<file path="config.mk">
export PLATFORM = sky130hd
export DESIGN_NAME = miller_rabin_witness_test_core
export DESIGN_NICKNAME = d
export VERILOG_FILES = /design/src/rtl/core/mrwt_pkg.sv /design/src/rtl/core/mrwt_mulmod.sv /design/src/rtl/core/mrwt_dp.sv /design/src/rtl/core/mrwt_ctrl.sv /design/src/rtl/core/miller_rabin_witness_test_core.sv
export SDC_FILE = /design/constraint.sdc
export NUM_CORES = 1
export LEC_CHECK = 0
export ABC_AREA = 1
export ABC_CLOCK_PERIOD_IN_PS = 9100
export BUFFER_PORTS_ARGS = -buffer_cell sky130_fd_sc_hd__buf_2
export CAP_MARGIN = 20
export CORE_MARGIN = 1.5
export CORE_UTILIZATION = 31
export CTS_CLUSTER_SIZE = 14
export DETAILED_ROUTE_END_ITERATION = 12
export HOLD_SLACK_MARGIN = 0.05
export PLACE_DENSITY = 0.46
export RECOVER_POWER = 25
export REMOVE_ABC_BUFFERS = 1
export SYNTH_ARGS = -nofsm -noshare
export SYNTH_HDL_FRONTEND = slang
export SYNTH_HIERARCHICAL = 1
export SYNTH_SLANG_ARGS = --single-unit
export TNS_END_PERCENT = 5
</file>
<file path="constraint.sdc">
create_clock -name clk_i -period 9.1 [get_ports clk_i]
set_input_delay 2.275 -clock clk_i [delete_from_list [all_inputs] [get_ports clk_i]]
set_output_delay 2.275 -clock clk_i [all_outputs]
set_load 0.02 [all_outputs]
</file>
<file path="src/rtl/core/mrwt_pkg.sv">
// Shared types and constants for the Miller-Rabin witness test core.
// No dependencies; imported by the controller, the datapath and the top level.
package mrwt_pkg;

  // Result codes carried by the verdict field.
  localparam logic [1:0] VERDICT_PRIME     = 2'd0;
  localparam logic [1:0] VERDICT_COMPOSITE = 2'd1;
  localparam logic [1:0] VERDICT_INVALID   = 2'd2;

  // Which modular product the shared multiplier forms, and where it lands.
  typedef enum logic [1:0] {
    MUL_REDUCE = 2'd0,  // 1 * witness mod n  -> base
    MUL_ACC    = 2'd1,  // acc * base mod n   -> acc
    MUL_SQB    = 2'd2,  // base * base mod n  -> base
    MUL_SQX    = 2'd3   // acc * acc mod n    -> acc
  } mul_op_e;

  // Controller to datapath commands.
  typedef struct packed {
    logic    load;       // latch candidate and witness
    logic    init_exp;   // exponent = n-1, s = 0, acc = 1
    logic    strip;      // exponent >>= 1, s++
    logic    shift_exp;  // exponent >>= 1
    logic    sq_dec;     // s--
    logic    mul_start;  // launch a modular multiply
    mul_op_e mul_op;
  } dp_cmd_t;

  // Datapath to controller status.
  typedef struct packed {
    logic n_lt2;
    logic n_eq2;
    logic n_even;
    logic e_lsb;
    logic e_zero;
    logic mul_done;
    logic x_one;
    logic x_m1;
    logic s_gt1;
  } dp_sts_t;

endpackage

</file>
<file path="src/rtl/core/mrwt_mulmod.sv">
// Bit-serial modular multiplier: r = a * b mod m, a < m, MSB of b first.
// Each multiplier bit takes a double step, then a conditional add step. No package use.
module mrwt_mulmod #(
  parameter int WIDTH = 32
) (
  input  logic             clk_i,
  input  logic             rst_ni,
  input  logic             start_i,
  input  logic [WIDTH-1:0] a_i,
  input  logic [WIDTH-1:0] b_i,
  input  logic [WIDTH-1:0] m_i,
  output logic             done_o,
  output logic [WIDTH-1:0] res_o
);

  localparam int CW = $clog2(WIDTH + 1);

  logic             run_q, done_q, phase_q;
  logic [CW-1:0]    cnt_q;
  logic [WIDTH-1:0] r_q, a_q, b_q, m_q;
  logic [WIDTH-1:0] addend, gap, r_d;

  // add_mod(r, addend, m) with both operands below m: never overflows WIDTH
  always_comb begin
    addend = phase_q ? (b_q[WIDTH-1] ? a_q : '0) : r_q;
    gap    = m_q - addend;
    r_d    = (r_q >= gap) ? (r_q - gap) : (r_q + addend);
  end

  always_ff @(posedge clk_i or negedge rst_ni) begin
    if (!rst_ni) begin
      run_q   <= 1'b0;
      done_q  <= 1'b0;
      phase_q <= 1'b0;
      cnt_q   <= '0;
    end else if (start_i) begin
      run_q   <= 1'b1;
      done_q  <= 1'b0;
      phase_q <= 1'b0;
      cnt_q   <= CW'(WIDTH);
    end else if (run_q) begin
      phase_q <= ~phase_q;
      if (phase_q) begin
        cnt_q <= cnt_q - CW'(1);
        if (cnt_q == CW'(1)) begin
          run_q  <= 1'b0;
          done_q <= 1'b1;
        end
      end
    end else begin
      done_q <= 1'b0;
    end
  end

  always_ff @(posedge clk_i) begin
    if (start_i) begin
      r_q <= '0;
      a_q <= a_i;
      b_q <= b_i;
      m_q <= m_i;
    end else if (run_q) begin
      r_q <= r_d;
      if (phase_q) begin
        b_q <= {b_q[WIDTH-2:0], 1'b0};
      end
    end
  end

  assign done_o = done_q;
  assign res_o  = r_q;

endmodule

</file>
<file path="src/rtl/core/mrwt_dp.sv">
// Datapath: candidate, witness, exponent, squaring count, acc and base registers
// around one shared mrwt_mulmod. Depends on mrwt_pkg and mrwt_mulmod.
module mrwt_dp #(
  parameter int WIDTH = 32
) (
  input  logic              clk_i,
  input  logic              rst_ni,
  input  logic [WIDTH-1:0]  candidate_i,
  input  logic [WIDTH-1:0]  witness_i,
  input  mrwt_pkg::dp_cmd_t cmd_i,
  output mrwt_pkg::dp_sts_t sts_o
);

  import mrwt_pkg::*;

  localparam int SW = $clog2(WIDTH + 1);

  logic [WIDTH-1:0] n_q, w_q, e_q, acc_q, b_q;
  logic [SW-1:0]    s_q;
  mul_op_e          op_q;

  logic [WIDTH-1:0] mul_a, mul_b, mul_res;
  logic             mul_done;

  // operand routing; a-side is always already reduced below n
  always_comb begin
    case (cmd_i.mul_op)
      MUL_REDUCE: begin
        mul_a = WIDTH'(1);
        mul_b = w_q;
      end
      MUL_ACC: begin
        mul_a = b_q;
        mul_b = acc_q;
      end
      MUL_SQB: begin
        mul_a = b_q;
        mul_b = b_q;
      end
      MUL_SQX: begin
        mul_a = acc_q;
        mul_b = acc_q;
      end
      default: begin
        mul_a = acc_q;
        mul_b = acc_q;
      end
    endcase
  end

  mrwt_mulmod #(.WIDTH(WIDTH)) u_mulmod (
    .clk_i   (clk_i),
    .rst_ni  (rst_ni),
    .start_i (cmd_i.mul_start),
    .a_i     (mul_a),
    .b_i     (mul_b),
    .m_i     (n_q),
    .done_o  (mul_done),
    .res_o   (mul_res)
  );

  always_ff @(posedge clk_i) begin
    if (cmd_i.load) begin
      n_q <= candidate_i;
      w_q <= witness_i;
    end
    if (cmd_i.init_exp) begin
      e_q   <= n_q - WIDTH'(1);
      s_q   <= '0;
      acc_q <= WIDTH'(1);
    end
    if (cmd_i.strip) begin
      e_q <= e_q >> 1;
      s_q <= s_q + SW'(1);
    end
    if (cmd_i.shift_exp) begin
      e_q <= e_q >> 1;
    end
    if (cmd_i.sq_dec) begin
      s_q <= s_q - SW'(1);
    end
    if (cmd_i.mul_start) begin
      op_q <= cmd_i.mul_op;
    end
    // writeback uses the op of the product that just finished
    if (mul_done) begin
      case (op_q)
        MUL_REDUCE, MUL_SQB: b_q   <= mul_res;
        MUL_ACC, MUL_SQX:    acc_q <= mul_res;
        default:             acc_q <= mul_res;
      endcase
    end
  end

  always_comb begin
    sts_o.n_lt2    = (n_q[WIDTH-1:1] == '0);
    sts_o.n_eq2    = (n_q == WIDTH'(2));
    sts_o.n_even   = ~n_q[0];
    sts_o.e_lsb    = e_q[0];
    sts_o.e_zero   = (e_q == '0);
    sts_o.mul_done = mul_done;
    sts_o.x_one    = (acc_q == WIDTH'(1));
    sts_o.x_m1     = (acc_q == (n_q - WIDTH'(1)));
    sts_o.s_gt1    = (s_q > SW'(1));
  end

endmodule

</file>
<file path="src/rtl/core/mrwt_ctrl.sv">
// Sequencer for one witness round plus the output item register.
// Depends on mrwt_pkg; drives mrwt_dp through dp_cmd_t / dp_sts_t.
module mrwt_ctrl (
  input  logic              clk_i,
  input  logic              rst_ni,
  input  logic              in_valid_i,
  output logic              in_stall_o,
  output logic              out_valid_o,
  input  logic              out_stall_i,
  output logic [1:0]        verdict_o,
  output mrwt_pkg::dp_cmd_t cmd_o,
  input  mrwt_pkg::dp_sts_t sts_i
);

  import mrwt_pkg::*;

  typedef enum logic [3:0] {
    ST_IDLE,
    ST_CLASS,
    ST_STRIP,
    ST_REDUCE,
    ST_POW,
    ST_PMUL,
    ST_PSQR,
    ST_XTEST,
    ST_SQTEST,
    ST_SQWAIT,
    ST_SQCHK,
    ST_DONE
  } state_e;

  state_e     state_q;
  logic [1:0] res_q;
  logic       out_valid_q;
  logic [1:0] verdict_q;

  always_comb begin
    cmd_o           = '0;
    cmd_o.mul_op    = MUL_REDUCE;
    cmd_o.load      = (state_q == ST_IDLE) && in_valid_i;
    cmd_o.init_exp  = (state_q == ST_CLASS);
    case (state_q)
      ST_STRIP: begin
        if (sts_i.e_lsb) begin
          cmd_o.mul_start = 1'b1;
          cmd_o.mul_op    = MUL_REDUCE;
        end else begin
          cmd_o.strip = 1'b1;
        end
      end
      ST_POW: begin
        if (!sts_i.e_zero) begin
          cmd_o.mul_start = 1'b1;
          cmd_o.mul_op    = sts_i.e_lsb ? MUL_ACC : MUL_SQB;
        end
      end
      ST_PMUL: begin
        if (sts_i.mul_done) begin
          cmd_o.mul_start = 1'b1;
          cmd_o.mul_op    = MUL_SQB;
        end
      end
      ST_PSQR: begin
        cmd_o.shift_exp = sts_i.mul_done;
      end
      ST_SQTEST: begin
        if (sts_i.s_gt1) begin
          cmd_o.mul_start = 1'b1;
          cmd_o.mul_op    = MUL_SQX;
          cmd_o.sq_dec    = 1'b1;
        end
      end
      default: begin
      end
    endcase
  end

  always_ff @(posedge clk_i or negedge rst_ni) begin
    if (!rst_ni) begin
      state_q     <= ST_IDLE;
      res_q       <= VERDICT_INVALID;
      out_valid_q <= 1'b0;
      verdict_q   <= VERDICT_INVALID;
    end else begin
      // output register: load a finished verdict, else drain on accept
      if (state_q == ST_DONE && (!out_valid_q || !out_stall_i)) begin
        out_valid_q <= 1'b1;
        verdict_q   <= res_q;
      end else if (out_valid_q && !out_stall_i) begin
        out_valid_q <= 1'b0;
      end
      case (state_q)
        ST_IDLE: begin
          if (in_valid_i) state_q <= ST_CLASS;
        end
        ST_CLASS: begin
          if (sts_i.n_lt2) begin
            res_q   <= VERDICT_INVALID;
            state_q <= ST_DONE;
          end else if (sts_i.n_eq2) begin
            res_q   <= VERDICT_PRIME;
            state_q <= ST_DONE;
          end else if (sts_i.n_even) begin
            res_q   <= VERDICT_COMPOSITE;
            state_q <= ST_DONE;
          end else begin
            state_q <= ST_STRIP;
          end
        end
        ST_STRIP: begin
          if (sts_i.e_lsb) state_q <= ST_REDUCE;
        end
        ST_REDUCE: begin
          if (sts_i.mul_done) state_q <= ST_POW;
        end
        ST_POW: begin
          if (sts_i.e_zero) begin
            state_q <= ST_XTEST;
          end else if (sts_i.e_lsb) begin
            state_q <= ST_PMUL;
          end else begin
            state_q <= ST_PSQR;
          end
        end
        ST_PMUL: begin
          if (sts_i.mul_done) state_q <= ST_PSQR;
        end
        ST_PSQR: begin
          if (sts_i.mul_done) state_q <= ST_POW;
        end
        ST_XTEST: begin
          if (sts_i.x_one || sts_i.x_m1) begin
            res_q   <= VERDICT_PRIME;
            state_q <= ST_DONE;
          end else begin
            state_q <= ST_SQTEST;
          end
        end
        ST_SQTEST: begin
          if (sts_i.s_gt1) begin
            state_q <= ST_SQWAIT;
          end else begin
            res_q   <= VERDICT_COMPOSITE;
            state_q <= ST_DONE;
          end
        end
        ST_SQWAIT: begin
          if (sts_i.mul_done) state_q <= ST_SQCHK;
        end
        ST_SQCHK: begin
          if (sts_i.x_m1) begin
            res_q   <= VERDICT_PRIME;
            state_q <= ST_DONE;
          end else begin
            state_q <= ST_SQTEST;
          end
        end
        ST_DONE: begin
          if (!out_valid_q || !out_stall_i) state_q <= ST_IDLE;
        end
        default: state_q <= ST_IDLE;
      endcase
    end
  end

  assign in_stall_o  = (state_q != ST_IDLE);
  assign out_valid_o = out_valid_q;
  assign verdict_o   = verdict_q;

endmodule

</file>
<file path="src/rtl/core/miller_rabin_witness_test_core.sv">
// Verdict path: a candidate below three or even is classified without any product;
//   otherwise the witness is reduced, raised to d and squared up to s-1 times, each
//   product formed on the shared multiplier.
// Throughput: one item at a time; the single bit-serial multiplier sets the pace.
//   The next item is taken while the previous verdict waits in the output register.
// Reset: asynchronous, active low; clears the sequencer, the output register and the multiplier control.
module miller_rabin_witness_test_core #(
  parameter int WIDTH = 32
) (
  input  logic             clk_i,
  input  logic             rst_ni,
  // input item channel
  input  logic             in_valid_i,
  output logic             in_stall_o,
  input  logic [WIDTH-1:0] candidate_i,
  input  logic [WIDTH-1:0] witness_i,
  // result item channel
  output logic             out_valid_o,
  input  logic             out_stall_i,
  output logic [1:0]       verdict_o
);

  import mrwt_pkg::*;

  // Command / status between sequencer and datapath
  dp_cmd_t cmd;
  dp_sts_t sts;

  // Sequencer: classifies the candidate, strips factors of two from n-1,
  // walks the exponent right to left, then runs the squaring chain.
  mrwt_ctrl u_ctrl (
    .clk_i       (clk_i),
    .rst_ni      (rst_ni),
    .in_valid_i  (in_valid_i),
    .in_stall_o  (in_stall_o),
    .out_valid_o (out_valid_o),
    .out_stall_i (out_stall_i),
    .verdict_o   (verdict_o),
    .cmd_o       (cmd),
    .sts_i       (sts)
  );

  // Datapath: operand registers and the shared modular multiplier.
  // The witness is reduced mod n as the product 1 * witness.
  mrwt_dp #(.WIDTH(WIDTH)) u_dp (
    .clk_i       (clk_i),
    .rst_ni      (rst_ni),
    .candidate_i (candidate_i),
    .witness_i   (witness_i),
    .cmd_i       (cmd),
    .sts_o       (sts)
  );

endmodule

</file>
# After elaboration in Yosys (flattened, before gate mapping)
# Index checks and enable logic that the tools add are counted.
dict set report totals {
  reg_bits 314
  out_inout_bits 4
  inputBits 68
  wordCells 157
}
dict set report classes {
  n_bitwise 1
  eq_ne 33
  order_cmp 2
  n_reduce_logical 30
  mux 64
  add_sub_neg 7
}
# operator count
set ops {}
lappend ops {{$mux W32} 9}
lappend ops {{$pmux W32 S3} 2}
lappend ops {{$mux W31} 3}
lappend ops {{$sub A32 B32 Y32} 2}
lappend ops {{$mux W4} 11}
lappend ops {{$pmux W4 S11} 1}
lappend ops {{$mux W6} 6}
lappend ops {{$add A32 B32 Y32} 1}
lappend ops {{$eq A32 B1 Y1 const B} 1}
lappend ops {{$eq A32 B2 Y1 const B} 1}
lappend ops {{$eq A32 B32 Y1} 1}
lappend ops {{$ge A32 B32 Y1} 1}
lappend ops {{$logic_not A32 Y1} 1}
lappend ops {{$sub A32 B1 Y32 const B} 1}
lappend ops {{$logic_not A31 Y1} 1}
lappend ops {{$mux W2} 11}
lappend ops {{$eq A4 B3 Y1 const B} 4}
lappend ops {{$eq A4 B4 Y1 const B} 4}
lappend ops {{$mux W1} 16}
lappend ops {{$ne A2 B1 Y1 const B} 6}
lappend ops {{$pmux W3 S4} 1}
lappend ops {{$reduce_or A2 Y1} 6}
lappend ops {{$sub A6 B1 Y6 const B} 2}
lappend ops {{$mux W3} 3}
lappend ops {{23 further kinds} 42}

# Logic depth before layout (Yosys ltp)
# Gate-level depths: netlist (run 1).
dict set report logic_depth {
  ltp_word 7
  ltp_mapped 33
  mapped_depth_nobuf 30
}

# By module
# Netlist (run 1), hierarchy kept.
# mod cells_per_inst area_per_inst_um2 seq_area_each_um2 instances
set by_module_without_submodules {}
lappend by_module_without_submodules {mrwt_mulmod 1854 12218.0 3748.6 1}
lappend by_module_without_submodules {mrwt_dp 1058 8928.6 4684.5 1}
lappend by_module_without_submodules {mrwt_ctrl 123 765.7 227.7 1}

# Worst setup path after synthesis (run 1)
# OpenSTA, ideal clock, no wires.
dict set report synth_path {
  path_type {reg-to-reg}
  start {reg u_ctrl.state_q[1]}
  end {reg u_dp.u_mulmod.b_q[0] (enable)}
  arrival_time_ns 6.419
  path_slack_ns 2.288
  n_path_buf 0
  path_stages_with_launch 6
  period_less_slack_ns 6.812
  t_required_ns 8.708
  setup_ns 0.392
  path_cell_list {dfrtp_1 -> nor2_1 -> nand2_1 -> o221ai_1 -> clkinv_1 -> nand2_1}
}
# item line_no
set synth_lines {}
lappend synth_lines {{from (decl)} mrwt_ctrl.sv:32} ;# state_e state_q;
lappend synth_lines {{from (signal assigned)} mrwt_ctrl.sv:80} ;# state_q <= ST_IDLE;
lappend synth_lines {{from (signal assigned)} mrwt_ctrl.sv:94} ;# if (in_valid_i) state_q <= ST_CLASS;
lappend synth_lines {{from (signal assigned)} mrwt_ctrl.sv:99} ;# state_q <= ST_DONE;
lappend synth_lines {{to (signal assigned)} mrwt_mulmod.sv:59} ;# b_q <= b_i;
lappend synth_lines {{to (signal assigned)} mrwt_mulmod.sv:64} ;# b_q <= {b_q[WIDTH-2:0], 1'b0};
lappend synth_lines {{to (decl)} mrwt_mulmod.sv:20} ;# logic [WIDTH-1:0] r_q, a_q, b_q, m_q;

# Worst setup path after layout (run 1)
dict set report layout_path {
  start {reg u_dp.u_mulmod.phase_q}
  end {reg u_dp.u_mulmod.r_q[4], in the netlist u_dp/u_mulmod/res_o[4]}
}
dict set report layout_via {
  elab_chain_len 4
  word_cells_on_any_way 6
  cone_classes {add/sub: 3; order compare: 1; mux: 2}
}
# item line_no
set layout_rtl {}
lappend layout_rtl {{from (decl)} mrwt_mulmod.sv:18} ;# logic run_q, done_q, phase_q;
lappend layout_rtl {{from (signal assigned)} mrwt_mulmod.sv:42} ;# phase_q <= ~phase_q;
lappend layout_rtl {{$mux W32 *} mrwt_mulmod.sv:25} ;# addend = phase_q ? (b_q[WIDTH-1] ? a_q : '0) : r_q;
lappend layout_rtl {{$sub A32 B32 Y32} mrwt_mulmod.sv:26} ;# gap = m_q - addend;
lappend layout_rtl {{$sub A32 B32 Y32 or $ge A32 B32 Y1 (tied branches)} mrwt_mulmod.sv:27} ;# r_d = (r_q >= gap) ? (r_q - gap) : (r_q + addend);
lappend layout_rtl {{$mux W32 *} mrwt_mulmod.sv:27}
lappend layout_rtl {{to (signal assigned)} mrwt_mulmod.sv:62} ;# r_q <= r_d;
lappend layout_rtl {{to (decl)} mrwt_mulmod.sv:20}
# Every way passes the cells marked *; elsewhere a longest branch is shown, timed or not.
# A chain may end at the register's enable or synchronous reset.

==> results of run 1 <==
[metrics by stage]
stage	instances	setup TNS [ns]	worst slack, ns	utilization
3_5_place_dp	3998	0	3.67	0.333
6_report	4069	0	3.56	0.350
5_1_grt	4069	0	3.09	0.350
3_3_place_gp	3998	0	3.72	0.333
2_1_floorplan	2965	-44.49	-1.25	-
4_1_cts	4069	0	3.63	0.351
[flip-flops by register name, summed over array words and instances (netlist names), 32 cells and up]
register	flops
u_dp/w_q	32
u_dp/e_q	32
u_dp/u_mulmod/res_o	32
u_dp/n_q	32
u_dp/u_mulmod/b_q	32
u_dp/u_mulmod/a_q	32
u_dp/u_mulmod/m_q	32
u_dp/b_q	32
u_dp/acc_q	32
[logic make-up after synthesis]
| family | after synthesis | synth area share |
|---|---|---|
| AO/OA/AOI/OAI | 334 | 0.0859 |
| XOR/XNOR | 62 | 0.0254 |
| adder cells (fa/ha/maj) | 108 | 0.0627 |
| buffers and inverters | 460 | 0.0818 |
| flip-flops | 313 | 0.395 |
| multiplexers | 2 | 0.00103 |
| AND/OR/NAND/NOR | 1756 | 0.348 |
[area by class of cell]
class | count | area share
multi-input cells | 2262 | 0.469
flip-flops and latches | 313 | 0.353
inverters | 390 | 0.0597
well taps | 940 | 0.0480
clock buffers | 54 | 0.0434
repair buffers | 93 | 0.0202
clock inverters | 17 | 0.00668
[routing by layer]
layer	vias to the layer above	GRT usage
li1	10047	-
met3	123	0.0287
met2	561	0.367
met1	9495	0.293
met4	0	0.0692
met5	-	0
[cells in the mapped netlist, drive strengths merged, types with 23 or more instances]
library cell | count | share of area
a22oi | 33 | 0.011
clkbuf | 48 | 0.0082
nand3 | 236 | 0.059
xor2 | 32 | 0.013
o21ai | 91 | 0.021
nor2 | 274 | 0.055
nand3b | 35 | 0.012
dfxtp | 65 | 0.059
inv | 388 | 0.066
nor3 | 23 | 0.0055
edfxtp | 230 | 0.32
nand4 | 24 | 0.0069
nand2 | 1122 | 0.20
a21oi | 166 | 0.039
xnor2 | 29 | 0.012
ha | 105 | 0.060
[worst max-delay path, stage by stage (launching register included)]
cell and delay (ns):
dfrtp_1 0.67, nand2_1 0.25, inv_2 0.44, a22oi_1 0.20, ha_1 0.40, nand2_1 0.08
o21ai_2 0.20, a21oi_1 0.15, o21bai_1 0.45, nand2_1 0.09, nand2_1 0.17, nand2_1 0.09
nand3b_1 0.09, nand2_1 0.15, ha_1 0.37, nand2_1 0.08, nand2_1 0.10, nand2_1 0.09
nand2_1 0.07, inv_1 0.05, nand2_1 0.08, nand2_1 0.08, nand3_1 0.11, a21oi_4 0.12
buf_4 0.47, nor2_1 0.13, o21ai_1 0.17
[worst max-delay path by stage]
stage | startpoint | cells after the start | slack (ns) | end
floorplan | u_ctrl/state_q[1] | 5 | -1.25 | u_dp/u_mulmod/b_q[0]
global placement | u_dp/u_mulmod/phase_q | 27 | 3.72 | u_dp/u_mulmod/res_o[22]
detailed placement | u_dp/u_mulmod/phase_q | 27 | 3.67 | u_dp/u_mulmod/res_o[22]
CTS | u_dp/u_mulmod/phase_q | 27 | 3.63 | u_dp/u_mulmod/res_o[22]
global route | u_dp/u_mulmod/phase_q | 28 | 3.09 | u_dp/u_mulmod/res_o[17]
finish | u_dp/u_mulmod/phase_q | 26 | 3.56 | u_dp/u_mulmod/res_o[4]
==> flow_metrics.tcl, run 1 <==
set metrics [dict create \
    outcome "finished with violations" \
    violations "capacitance limit, slew limit" \
    clkSinkCount 313 \
    die_w_um 269 \
    die_y_um 269 \
    wl_met1_um 36000 \
    worstSetupPathType "flip-flop to flip-flop" \
    die_area_mm2 0.0723 \
    finalInstanceArea_mm2 0.0245 \
    synthDistinctLibCells 59 \
    fmax_mhz 180 \
    layout_commonest_cell "nand2_1" \
    num_io_pins 72 \
    hold_end "u_ctrl/res_q[1]" \
    arrival_ns 6.02 \
    r2r_setup_slack_ns 3.56 \
    hold_start "u_ctrl/res_q[1]" \
    synth_seq_area_share 0.395 \
    antenna_found_initial 2 \
    placed_area_mm2 0.0233 \
    maxSlewHeadroom -0.376 \
    core_area_mm2 0.0700 \
    vias 20226 \
    worstMarginPinSlew_ns 2.06 \
    hold_viol_final 0 \
    cts_resized 0 \
    wl_met3_um 4100 \
    clk_latency_ns 0.57 \
    hold_depth 2 \
    maxCapViolCount 2 \
    synth_edf_count 230 \
    period_needed_ns 5.54 \
    diodes 0 \
    r2r_end "u_dp/u_mulmod/res_o[4]" \
    finalNetCount 3276 \
    top_layer "met4" \
    crit_fanout 42 \
    start_util 0.313 \
    wire_per_inst_um 19.7 \
    r2r-start "u_dp/u_mulmod/phase_q" \
    place_congestion 0.916 \
    whs_ns 0.470 \
    crit_path_start_kind "flip-flop" \
    multi_input_area_mm2 0.0115 \
    grt_max_degree 72 \
    io_buffer_count 71 \
    critPathRequiredTime_ns 9.57 \
    grt_pass1_wl_um 118000 \
    post_cts_buffers 0 \
    async_flop_share 0.0575 \
    num-fill-cells 7531 \
    cts_max_level 2 \
    hold_class "flip-flop to flip-flop" \
    skew_ns 0.0250 \
    grt_overflow 0 \
    hpwl_um 64200 \
    reg2reg_depth 26 \
    synth_area_mm2 0.0219 \
    synthFlopType "edfxtp_1" \
    yosys_warnings 6 \
    synth_seq_cells 313 \
    cts_buffers 40 \
    grt_pass1_vias 19234 \
    vias_per_cell 4.97 \
    rsz0062_at_grt "no" \
    drt_wl_total_um 80200 \
    cts_root_buf "clkbuf_16" \
    num_rows 97 \
    ctsHoldBuffers 0 \
    drtIter0Drc 1669 \
    grtUsageTotal 0.219 \
    dr.pass1.iters 5 \
    mostFrequentLayoutCells "1092 x nand2_1, 376 x inv_1, 241 x nor2_1" \
    seq_area_mm2 0.00866 \
    syn_avg_cell_area_um2 7.22 \
    finalCritPeriodShare 0.609 \
    drtAntennaViolNets 0 \
    path_clk_slew_ns 0.06 \
    cts_tree "done" \
    setup_viol 0 \
    crit_path_end_kind "flip-flop" \
    slew_viol_final 69 \
    synthCells 3035 \
    drcViolationCount 0 \
    clockBufferDepth 3 \
    layout-drive-gt1-share 0.0815 \
    wl_met2_um 37600 \
    area_growth_pct 11.9 \
]
Power of run 1 is not shown: default switching activity piles up to over one toggle a cycle in this logic, so the estimate is an artifact.
==> inputs of run 2 (changes only) <==
--- a/config.mk
+++ b/config.mk
@@ -6,7 +6,7 @@
 export NUM_CORES = 1
 export LEC_CHECK = 0
 export ABC_AREA = 1
-export ABC_CLOCK_PERIOD_IN_PS = 9100
+export ABC_CLOCK_PERIOD_IN_PS = 5300
 export BUFFER_PORTS_ARGS = -buffer_cell sky130_fd_sc_hd__buf_2
 export CAP_MARGIN = 20
 export CORE_MARGIN = 1.5
==> constraint.sdc (replaced) <==
create_clock -name clk_i -period 5.3 [get_ports clk_i]
set_input_delay 1.325 -clock clk_i [delete_from_list [all_inputs] [get_ports clk_i]]
set_output_delay 1.325 -clock clk_i [all_outputs]
set_load 0.02 [all_outputs]
==> run 2 against run 1 <==
- the flow now finishes without violations
- cell count increased by 1.3%
- global-route usage up 0.72 points
- setup slack worse by 3.1 ns
- die area unchanged
- largest cell class unchanged
- worst hold slack worse by 0.0020 ns
==> flow_metrics.tcl, run 2 (same netlist as run 1, synthesis figures left out) <==
set metrics [dict create \
    cp_slowest_stage_delay_ns 0.46 \
    post-place-ws_ns 0.274 \
    crit_fanout 16 \
    grt_pass1_vias 19766 \
    finalNetCount 3320 \
    layout_commonest_cell "nand2_1" \
    clockBufferDepth 3 \
    drtIter0Drc 1888 \
    die_y_um 269 \
    core_area_mm2 0.0700 \
    cts_max_level 2 \
    cp_num_buf_inv 1 \
    grt_overflow 0 \
    finalCritPeriodShare 0.920 \
    die_area_mm2 0.0723 \
    arrival_ns 5.34 \
    cts_buffers 40 \
    cts_resized 0 \
    setup_viol 0 \
    cpMostUsedCell "nand2_1" \
    worstMarginPinSlew_ns 1.36 \
    vias_per_cell 5.00 \
    path_clk_slew_ns 0.06 \
    hpwl_um 66800 \
    ctsHoldBuffers 0 \
    cts_root_buf "clkbuf_16" \
    layout-drive-gt1-share 0.0888 \
    fmax_mhz 205 \
    clkSinkCount 313 \
    crit_family "simple AND/OR/NAND/NOR gates" \
    num_io_pins 72 \
    grt_pass1_wl_um 121000 \
    drt_wl_total_um 82200 \
    crit_path_end_kind "flip-flop" \
    mostFrequentLayoutCells "1092 x nand2_1, 376 x inv_1, 240 x nor2_1" \
    crit_path_start_kind "flip-flop" \
    critPathRequiredTime_ns 5.76 \
    hold_class "flip-flop to flip-flop" \
    hold_viol_final 0 \
    num_rows 97 \
    grt_max_degree 72 \
    maxSlewHeadroom 0.0920 \
    rsz0062_at_grt "no" \
    wire_per_inst_um 20.0 \
    fin_util 0.356 \
    antenna_found_initial 0 \
    vias 20592 \
    slew_viol_final 0 \
    grtUsageTotal 0.226 \
    skew_ns 0.0238 \
    maxCapViolCount 0 \
    drtAntennaViolNets 0 \
    critical_path.slowest_cell "dfrtp_1" \
    die_w_um 269 \
    clk_latency_ns 0.57 \
    io_buffer_count 71 \
    dr.pass1.iters 5 \
    outcome "finished clean" \
    worstSetupPathType "flip-flop to flip-flop" \
    area_growth_pct 13.6 \
    cts_tree "done" \
    drcViolationCount 0 \
    start_util 0.313 \
    period_needed_ns 4.88 \
    place_congestion 0.940 \
    setup_slack_ns 0.424 \
    post_cts_buffers 0 \
]
[run 2: layer usage]
layer,track usage,vias to the layer above,share of wire
met1,0.297,9740,0.44
li1,-,10160,-
met5,0,-,0
met4,0.0585,0,0.022
met2,0.394,602,0.49
met3,0.0257,90,0.051
[run 2: layout make-up]
cell class	count	area [um^2]
inverters	390	1470
multi-input cells	2262	11500
clock inverters	23	189
fillers	7608	45100
clock buffers	51	1150
flip-flops and latches	313	8660
diodes	5	12.5
repair buffers	137	738
well taps	940	1180
[run 2: path summary, 6_finish.rpt]
check	from	end	slack (ns)	cells after the start
hold reg to reg	u_ctrl/res_q[1]	u_ctrl/res_q[1]	0.47	2
setup reg to reg	u_dp/u_mulmod/phase_q	u_dp/u_mulmod/res_o[30]	0.42	25
hold / removal	u_ctrl/res_q[1]	u_ctrl/res_q[1]	0.47	2
min in group asynchronous	rst_ni	u_ctrl/state_q[1]	1.05	1
max in group asynchronous	rst_ni	u_dp/u_mulmod/cnt_q[1]	3.43	1
setup / recovery	u_dp/u_mulmod/phase_q	u_dp/u_mulmod/res_o[30]	0.42	25
[run 2: stage by stage]
step | hold slack, ns | area [um^2] | instances | setup TNS, ns
after floorplan | 0.438 | 21600 | 2965 | -457.74
final | 0.468 | 24900 | 4121 | 0
after detailed placement | 0.461 | 23700 | 4042 | 0
after global routing | 0.520 | 24900 | 4116 | 0
after global placement | 0.458 | 23700 | 4042 | 0
after CTS | 0.470 | 25000 | 4116 | 0
[run 2: worst min-delay path, delay by kind of cell (launching register included)]
| kind | cells | cell delay (ns) |
|---|---|---|
| DFF | 1 | 0.37 |
| and+or+nand+nor | 2 | 0.10 |
Power of run 2 is left out for the same reason.
